**src/sv/slfu_pkg.sv**
```systemverilog
// shared types and constants for the sorted lfu glyph cache
// no dependencies
package slfu_pkg;

	localparam int SLOTS = 64;
	localparam int IDX_W = (SLOTS > 1) ? $clog2(SLOTS) : 1;
	localparam int CNT_W = $clog2(SLOTS + 1);
	localparam int KEY_W = 16;
	localparam int USE_W = 16;
	localparam int SLOT_W = 6;

	localparam logic [USE_W-1:0] USE_MAX = {USE_W{1'b1}};
	localparam logic CMD_LOOKUP = 1'b0;
	localparam logic CMD_INSERT = 1'b1;

	typedef struct packed {
		logic [KEY_W-1:0] key;
		logic [USE_W-1:0] cnt;
	} entry_t;

	typedef enum logic [1:0] {
		ST_IDLE,
		ST_SCAN,
		ST_MOVE
	} state_t;

endpackage

```
**src/sv/slfu_ram.sv**
```systemverilog
// slot table memory: one write port, one registered read port
// depends on slfu_pkg
module slfu_ram (
	input  logic                        clk,
	input  logic                        we,
	input  logic [slfu_pkg::IDX_W-1:0]  waddr,
	input  slfu_pkg::entry_t            wdata,
	input  logic                        re,
	input  logic [slfu_pkg::IDX_W-1:0]  raddr,
	output slfu_pkg::entry_t            rdata
);

	slfu_pkg::entry_t mem [slfu_pkg::SLOTS];

	// write and registered read
	always_ff @(posedge clk) begin
		if (we) begin
			mem[waddr] <= wdata;
		end
		if (re) begin
			rdata <= mem[raddr];
		end
	end

endmodule

```
**src/sv/sorted_lfu_glyph_cache_core.sv**
```systemverilog
// top level: sorted key table with use counts and least-used replacement
// depends on slfu_pkg and slfu_ram
//
// Each request takes the whole block: a scan reads the occupied slots one per
// cycle through the single read port of the slot memory, then an insert
// moves the entries between the old and new place one per cycle, pipelined
// over the same port. The result appears for one cycle with done high and
// must be taken then; the receiver cannot stall it. A new request may be
// issued in the cycle done is high. Occupancy is tracked with a fill count,
// so no clearing pass is needed after reset.
module sorted_lfu_glyph_cache_core (
	input  logic                          clk,
	input  logic                          arst_n,
	input  logic                          start,
	output logic                          busy,
	input  logic                          command,
	input  logic [slfu_pkg::KEY_W-1:0]    char_key,
	output logic                          done,
	output logic [slfu_pkg::SLOT_W-1:0]   slot,
	output logic                          found,
	output logic                          evicted,
	output logic [slfu_pkg::KEY_W-1:0]    evicted_key
);

	localparam int IW = slfu_pkg::IDX_W;
	localparam int CW = slfu_pkg::CNT_W;

	slfu_pkg::state_t state_q, state_d;

	logic                       cmd_q;
	logic [slfu_pkg::KEY_W-1:0] key_q;
	logic [CW-1:0]              n_q;
	logic [CW-1:0]              rd_q;
	logic                       vld_s1;
	logic [IW-1:0]              idx_s1;
	logic                       hit_q;
	logic [IW-1:0]              hit_idx_q;
	logic [slfu_pkg::USE_W-1:0] hit_cnt_q;
	logic [CW-1:0]              lt_q;
	logic [IW-1:0]              min_idx_q;
	logic [slfu_pkg::USE_W-1:0] min_cnt_q;
	logic [slfu_pkg::KEY_W-1:0] min_key_q;
	logic [IW-1:0]              tgt_q;
	logic [IW-1:0]              pos_q;
	logic                       up_q;
	logic                       full_q;
	logic                       mv_s1;
	logic [IW-1:0]              mtgt_s1;

	logic             we, re;
	logic [IW-1:0]    waddr, raddr;
	slfu_pkg::entry_t wdata, rdata;

	logic          accept, scan_issue, scan_end, is_full, mv_issue, mv_end;
	logic [CW-1:0] pos_w;
	logic [IW-1:0] pos_c;

	slfu_ram u_ram (
		.clk   (clk),
		.we    (we),
		.waddr (waddr),
		.wdata (wdata),
		.re    (re),
		.raddr (raddr),
		.rdata (rdata)
	);

	assign busy       = (state_q != slfu_pkg::ST_IDLE);
	assign accept     = start && !busy;
	assign scan_issue = (state_q == slfu_pkg::ST_SCAN) && (rd_q < n_q);
	assign scan_end   = (state_q == slfu_pkg::ST_SCAN) && (rd_q >= n_q) && !vld_s1;
	assign is_full    = (n_q == CW'(slfu_pkg::SLOTS));
	assign mv_issue   = (state_q == slfu_pkg::ST_MOVE) && (tgt_q != pos_q);
	assign mv_end     = (state_q == slfu_pkg::ST_MOVE) && (tgt_q == pos_q) && !mv_s1;

	// insert position after the victim (if any) is taken out
	always_comb begin
		pos_w = lt_q;
		if (is_full && ({{(CW-IW){1'b0}}, min_idx_q} < lt_q)) begin
			pos_w = lt_q - CW'(1);
		end
		pos_c = pos_w[IW-1:0];
	end

	// next state and memory port control
	always_comb begin
		state_d = state_q;
		re      = 1'b0;
		raddr   = rd_q[IW-1:0];
		we      = 1'b0;
		waddr   = pos_q;
		wdata   = '{key: key_q, cnt: slfu_pkg::USE_W'(1)};
		case (state_q)
			slfu_pkg::ST_IDLE: begin
				if (accept) begin
					state_d = slfu_pkg::ST_SCAN;
				end
			end
			slfu_pkg::ST_SCAN: begin
				re = scan_issue;
				if (scan_end) begin
					if (hit_q) begin
						we    = 1'b1;
						waddr = hit_idx_q;
						wdata = '{key: key_q,
							cnt: (hit_cnt_q == slfu_pkg::USE_MAX) ? hit_cnt_q
								: hit_cnt_q + slfu_pkg::USE_W'(1)};
						state_d = slfu_pkg::ST_IDLE;
					end else if (cmd_q == slfu_pkg::CMD_INSERT && key_q != '0) begin
						state_d = slfu_pkg::ST_MOVE;
					end else begin
						state_d = slfu_pkg::ST_IDLE;
					end
				end
			end
			slfu_pkg::ST_MOVE: begin
				re    = mv_issue;
				raddr = up_q ? tgt_q - IW'(1) : tgt_q + IW'(1);
				if (mv_s1) begin
					we    = 1'b1;
					waddr = mtgt_s1;
					wdata = rdata;
				end else if (mv_end) begin
					we      = 1'b1;
					waddr   = pos_q;
					state_d = slfu_pkg::ST_IDLE;
				end
			end
			default: begin
				state_d = slfu_pkg::ST_IDLE;
			end
		endcase
	end

	// control registers
	always_ff @(posedge clk or negedge arst_n) begin
		if (!arst_n) begin
			state_q <= slfu_pkg::ST_IDLE;
			n_q     <= '0;
			vld_s1  <= 1'b0;
			mv_s1   <= 1'b0;
			done    <= 1'b0;
		end else begin
			state_q <= state_d;
			vld_s1  <= scan_issue;
			mv_s1   <= mv_issue;
			done    <= (scan_end && (hit_q || !(cmd_q == slfu_pkg::CMD_INSERT
				&& key_q != '0))) || mv_end;
			if (mv_end && !full_q) begin
				n_q <= n_q + CW'(1);
			end
		end
	end

	// request, scan statistics, move pointers and result
	always_ff @(posedge clk) begin
		idx_s1  <= rd_q[IW-1:0];
		mtgt_s1 <= tgt_q;
		if (accept) begin
			cmd_q <= command;
			key_q <= char_key;
			rd_q  <= '0;
			hit_q <= 1'b0;
			lt_q  <= '0;
		end
		if (scan_issue) begin
			rd_q <= rd_q + CW'(1);
		end
		// compare each returned entry against the request key
		if (vld_s1 && state_q == slfu_pkg::ST_SCAN) begin
			if (rdata.key == key_q) begin
				hit_q     <= 1'b1;
				hit_idx_q <= idx_s1;
				hit_cnt_q <= rdata.cnt;
			end
			if (rdata.key < key_q) begin
				lt_q <= lt_q + CW'(1);
			end
			if (idx_s1 == '0 || rdata.cnt < min_cnt_q) begin
				min_idx_q <= idx_s1;
				min_cnt_q <= rdata.cnt;
				min_key_q <= rdata.key;
			end
		end
		// set up the shift between the old and new place
		if (scan_end) begin
			pos_q  <= pos_c;
			full_q <= is_full;
			if (!is_full) begin
				up_q  <= 1'b1;
				tgt_q <= n_q[IW-1:0];
			end else begin
				up_q  <= (min_idx_q >= pos_c);
				tgt_q <= min_idx_q;
			end
			slot        <= hit_q ? slfu_pkg::SLOT_W'(hit_idx_q) : '0;
			found       <= hit_q;
			evicted     <= 1'b0;
			evicted_key <= '0;
		end
		if (mv_issue) begin
			tgt_q <= up_q ? tgt_q - IW'(1) : tgt_q + IW'(1);
		end
		if (mv_end) begin
			slot        <= slfu_pkg::SLOT_W'(pos_q);
			found       <= 1'b1;
			evicted     <= full_q;
			evicted_key <= full_q ? min_key_q : '0;
		end
	end

endmodule

```
**config.mk**
```make
export PLATFORM = sky130hd
export DESIGN_NAME = sorted_lfu_glyph_cache_core
export DESIGN_NICKNAME = d
export VERILOG_FILES = /design/src/sv/slfu_pkg.sv /design/src/sv/slfu_ram.sv /design/src/sv/sorted_lfu_glyph_cache_core.sv
export SDC_FILE = /design/constraint.sdc
export NUM_CORES = 2
export LEC_CHECK = 0
export BUFFER_PORTS_ARGS = -buffer_cell sky130_fd_sc_hd__buf_2
export CAP_MARGIN = 40
export CORE_MARGIN = 2
export CORE_UTILIZATION = 29
export DETAILED_ROUTE_END_ITERATION = 10
export PLACE_DENSITY = 0.43
export SLEW_MARGIN = 20
export SYNTH_ARGS = -nofsm -noshare
export SYNTH_HDL_FRONTEND = slang
export SYNTH_SLANG_ARGS = --single-unit
```
**constraint.sdc**
```tcl
create_clock -name clk -period 7.6 [get_ports clk]
set_input_delay 0.38 -clock clk [delete_from_list [all_inputs] [get_ports clk]]
set_output_delay 0.38 -clock clk [all_outputs]
set_load 0.005 [all_outputs]
```
==> impl_metrics.tcl <==
set metrics [dict create \
    vias 54508 \
    die_h_um 559.2 \
    rows 203 \
    synth-seq-area-share_pct 74.75 \
    crit_family "simple AND/OR/NAND/NOR gates" \
    pre_cts_slack_ns 2.538 \
    drive_gt1_share_pct 12.47 \
    clk_path_buf_depth 3 \
    dieArea_um2 312700 \
    core_um2 306300 \
    crit_arrival_ns 5.75 \
    cts-root-buf "clkbuf_16" \
    run_status "completed" \
    cp_slowest_cell "and2_4" \
    synth_top_family_by_area "simple AND/OR/NAND/NOR gates" \
    finalPower_mw 43.58 \
    rsz0062_at_grt "no" \
    dr_wl_met3_mm 13.23 \
    cts_inserted_buffers 238 \
    area.growth.synth_to_final_pct 17.46 \
    wl_met2_mm 137.5 \
    power_switching_mw 17.56 \
    clock_sinks 2234 \
    worst_slew_pin_slew_ns 1.085 \
    relSlewSlack_pct 27.65 \
    cts_resized 0 \
    synth_ff_type "edfxtp_1" \
    synth_cell_types 73 \
    worstPathBufferInverterCount 3 \
    grt_pass1_wl_mm 409.5 \
    synth_xor_area_share_pct 0.4018 \
    drv_slew 0 \
    utilization_pct 34.27 \
    yosys.area_share.simple_pct 12.04 \
    synth_fa_ha_area_share_pct 0.8903 \
    synth_compound_area_share_pct 7.090 \
    placed_area_um2 97130 \
    synth_edf_count 2201 \
    crit_path_frequent_cell "buf_4" \
    power_frac_comb_pct 38.5 \
    cap_viol_max_count 0 \
    ys_seq_elements 2234 \
    grt_pass1_vias 53170 \
    synth_top_area_share_pct 73.95 \
    ant_nets 0 \
    r2r-start "state_q[0]" \
    final.min_clock_period_ns 5.065 \
    yosysWarnings 0 \
    p_seq_share_pct 35.4 \
    fin_tns_setup_ns 0 \
    clkSlewWorstSetupHoldPaths_ns 0.06 \
    p_leak_nw 36.49 \
    crit_start "state_q[0]" \
    grt_max_degree 165 \
    drc 0 \
    wire_per_inst_um 26.74 \
    design_area_um2 105000 \
    finClkSkew_ns 0.04509 \
    drt_iter0_markers 5080 \
    drt-total-wl_mm 288.6 \
    clock_latency_ns 0.88 \
    cp_max_fo 53 \
    critPathCaptureType "register" \
    post-route-period-util_pct 66.64 \
    finalSetupViolations 0 \
    final-hold-violation-count 0 \
    path_depth 11 \
    reg2reg_to "u_ram.rdata[2]" \
    syn_nets 6378 \
    post-dp-hpwl_mm 172.9 \
    port_buffers 45 \
    cts_setup_buffers 0 \
    fin_cells 10794 \
    peakVddDrop_mv 0.4532 \
    hp-class "input port to register" \
    nets 6566 \
    swShare_pct 40.29 \
    grt_usage_pct 18.00 \
    setup_ws_ns 2.535 \
    dieWidth_um 559.2 \
    start_util_pct 29.18 \
    whs_ns 0.1923 \
    critPathKind "register to register" \
    cp_cell_sequence "inv_1 -> ha_1 -> or2_4 -> and2_4 -> buf_4 -> buf_4 -> nand2_1 -> a311oi_1 -> a31o_2 -> o22ai_1 -> nor4_1" \
    final_common_cell "edfxtp_1" \
    ys_async_sr_fraction_pct 0.5372 \
    cp.required_ns 8.28 \
    synth_top_cell_by_area "edfxtp_1" \
    dr.max_layer_used "met4" \
    drtPass1Iterations 8 \
    dp.cells 10316 \
    setup.worst_path.start_class "register" \
    p_int_mw 26.03 \
    slowest_delay_ns 0.70 \
    h-tree-depth 4 \
    synth_mux_area_share_pct 2.546 \
    synthCells 6295 \
    syn_area_per_cell_um2 14.20 \
    r2r_setup_slack_ns 2.54 \
    gp_congestion 0.8665 \
    synth_area_um2 89380 \
    cts-hold-fix-buffers 19 \
    cts_tree "built" \
    r2r_cells 11 \
    layout_common_cells "edfxtp_1 (2201), nand2_1 (1510), nand3_1 (462)" \
    power_density_nw_per_um2 415.2 \
    synth.area.top_cells "edfxtp_1 (74%), nand2_1 (6.3%), nand3_1 (2.6%), mux2i_1 (2.5%), and3_1 (1.7%)" \
    io_pins 46 \
    max_clock_freq_mhz 197.4 \
    routed_via_density 5.050 \
    antenna_found_initial 17 \
    grt-ovfl-total 0 \
    crit_end "u_ram.rdata[2]" \
    wl_met1_mm 130.6 \
    p_clk_share_pct 26.1 \
]
## state kept, by name (all words and copies together) (netlist names), 7 cells and up
| name | flops |
|---|---|
| min_key_q | 16 |
| rd_q | 7 |
| lt_q | 7 |
| evicted_key | 16 |
| u_ram.mem | 2048 |
| key_q | 16 |
| min_cnt_q | 16 |
| hit_cnt_q | 16 |
| u_ram.rdata | 32 |
| n_q | 7 |
## power by group through the flow
| stage | registers [mW] | clock network (mW) | logic [mW] |
|---|---|---|---|
| finish | 15.4 | 11.4 | 16.8 |
| global route | 15.5 | 12.1 | 17.9 |
| CTS | 15.4 | 11.6 | 17.0 |
| detailed placement | 15.7 | 0 | 17.0 |
| global placement | 15.7 | 0 | 16.6 |
| floorplan | 15.5 | 0 | 8.86 |
## cells in the mapped netlist (all sizes together) (28+ instances only)
cell and number:
xnor2 28, clkbuf 226, a21oi 33, nor4 41
o21ai 45, a2111oi 64, buf 178, nor2 110
a31oi 142, mux2i 224, a221oi 43, and3 242
a311oi 28, nand4 40, nand3 466, ha 62
nand2 1513, a211oi 155, inv 63, edfxtp 2201
a32o 146
## cell type report
| type | instances | area (um^2) |
|---|---|---|
| repair buffers | 352 | 3720 |
| multi-input cells | 3593 | 21530 |
| inverters | 64 | 240.2 |
| diodes | 6 | 15.01 |
| flip-flops and latches | 2234 | 66810 |
| fillers | 29664 | 201300 |
| clock inverters | 134 | 1207 |
| well taps | 4100 | 5130 |
| clock buffers | 311 | 6324 |
## worst register-to-register path, delay by kind of cell (launching register included)
kind	cells	cell delay (ns)
AO/OA/AOI/OAI	3	0.85
adder cells (fa/ha/maj)	1	0.51
buffers and inverters	3	1.31
flip-flops	1	0.38
AND/OR/NAND/NOR	4	1.84
## how the worst min path moves through the flow
stage,start,to,depth (start not counted)
floorplan,arst_n,done,0
global placement,arst_n,done,1
detailed placement,arst_n,done,1
CTS,start,state_q[1],4
global route,char_key[4],key_q[4],2
finish,start,state_q[1],4
## per-layer routing
metal  vias to the layer above  track usage, %
met2                      1470           29.70
li1                      24389               -
met4                         0           4.532
met3                       337           2.111
met1                     28312           25.12
met5                         -               0
## cell families after synthesis
logic type | count (synthesis)
adder cells (fa/ha/maj) | 63
AO/OA/AOI/OAI | 802
AND/OR/NAND/NOR | 2460
flip-flops | 2234
XOR/XNOR | 41
multiplexers | 227
buffers and inverters | 468
(Power assumes the default switching activity.)
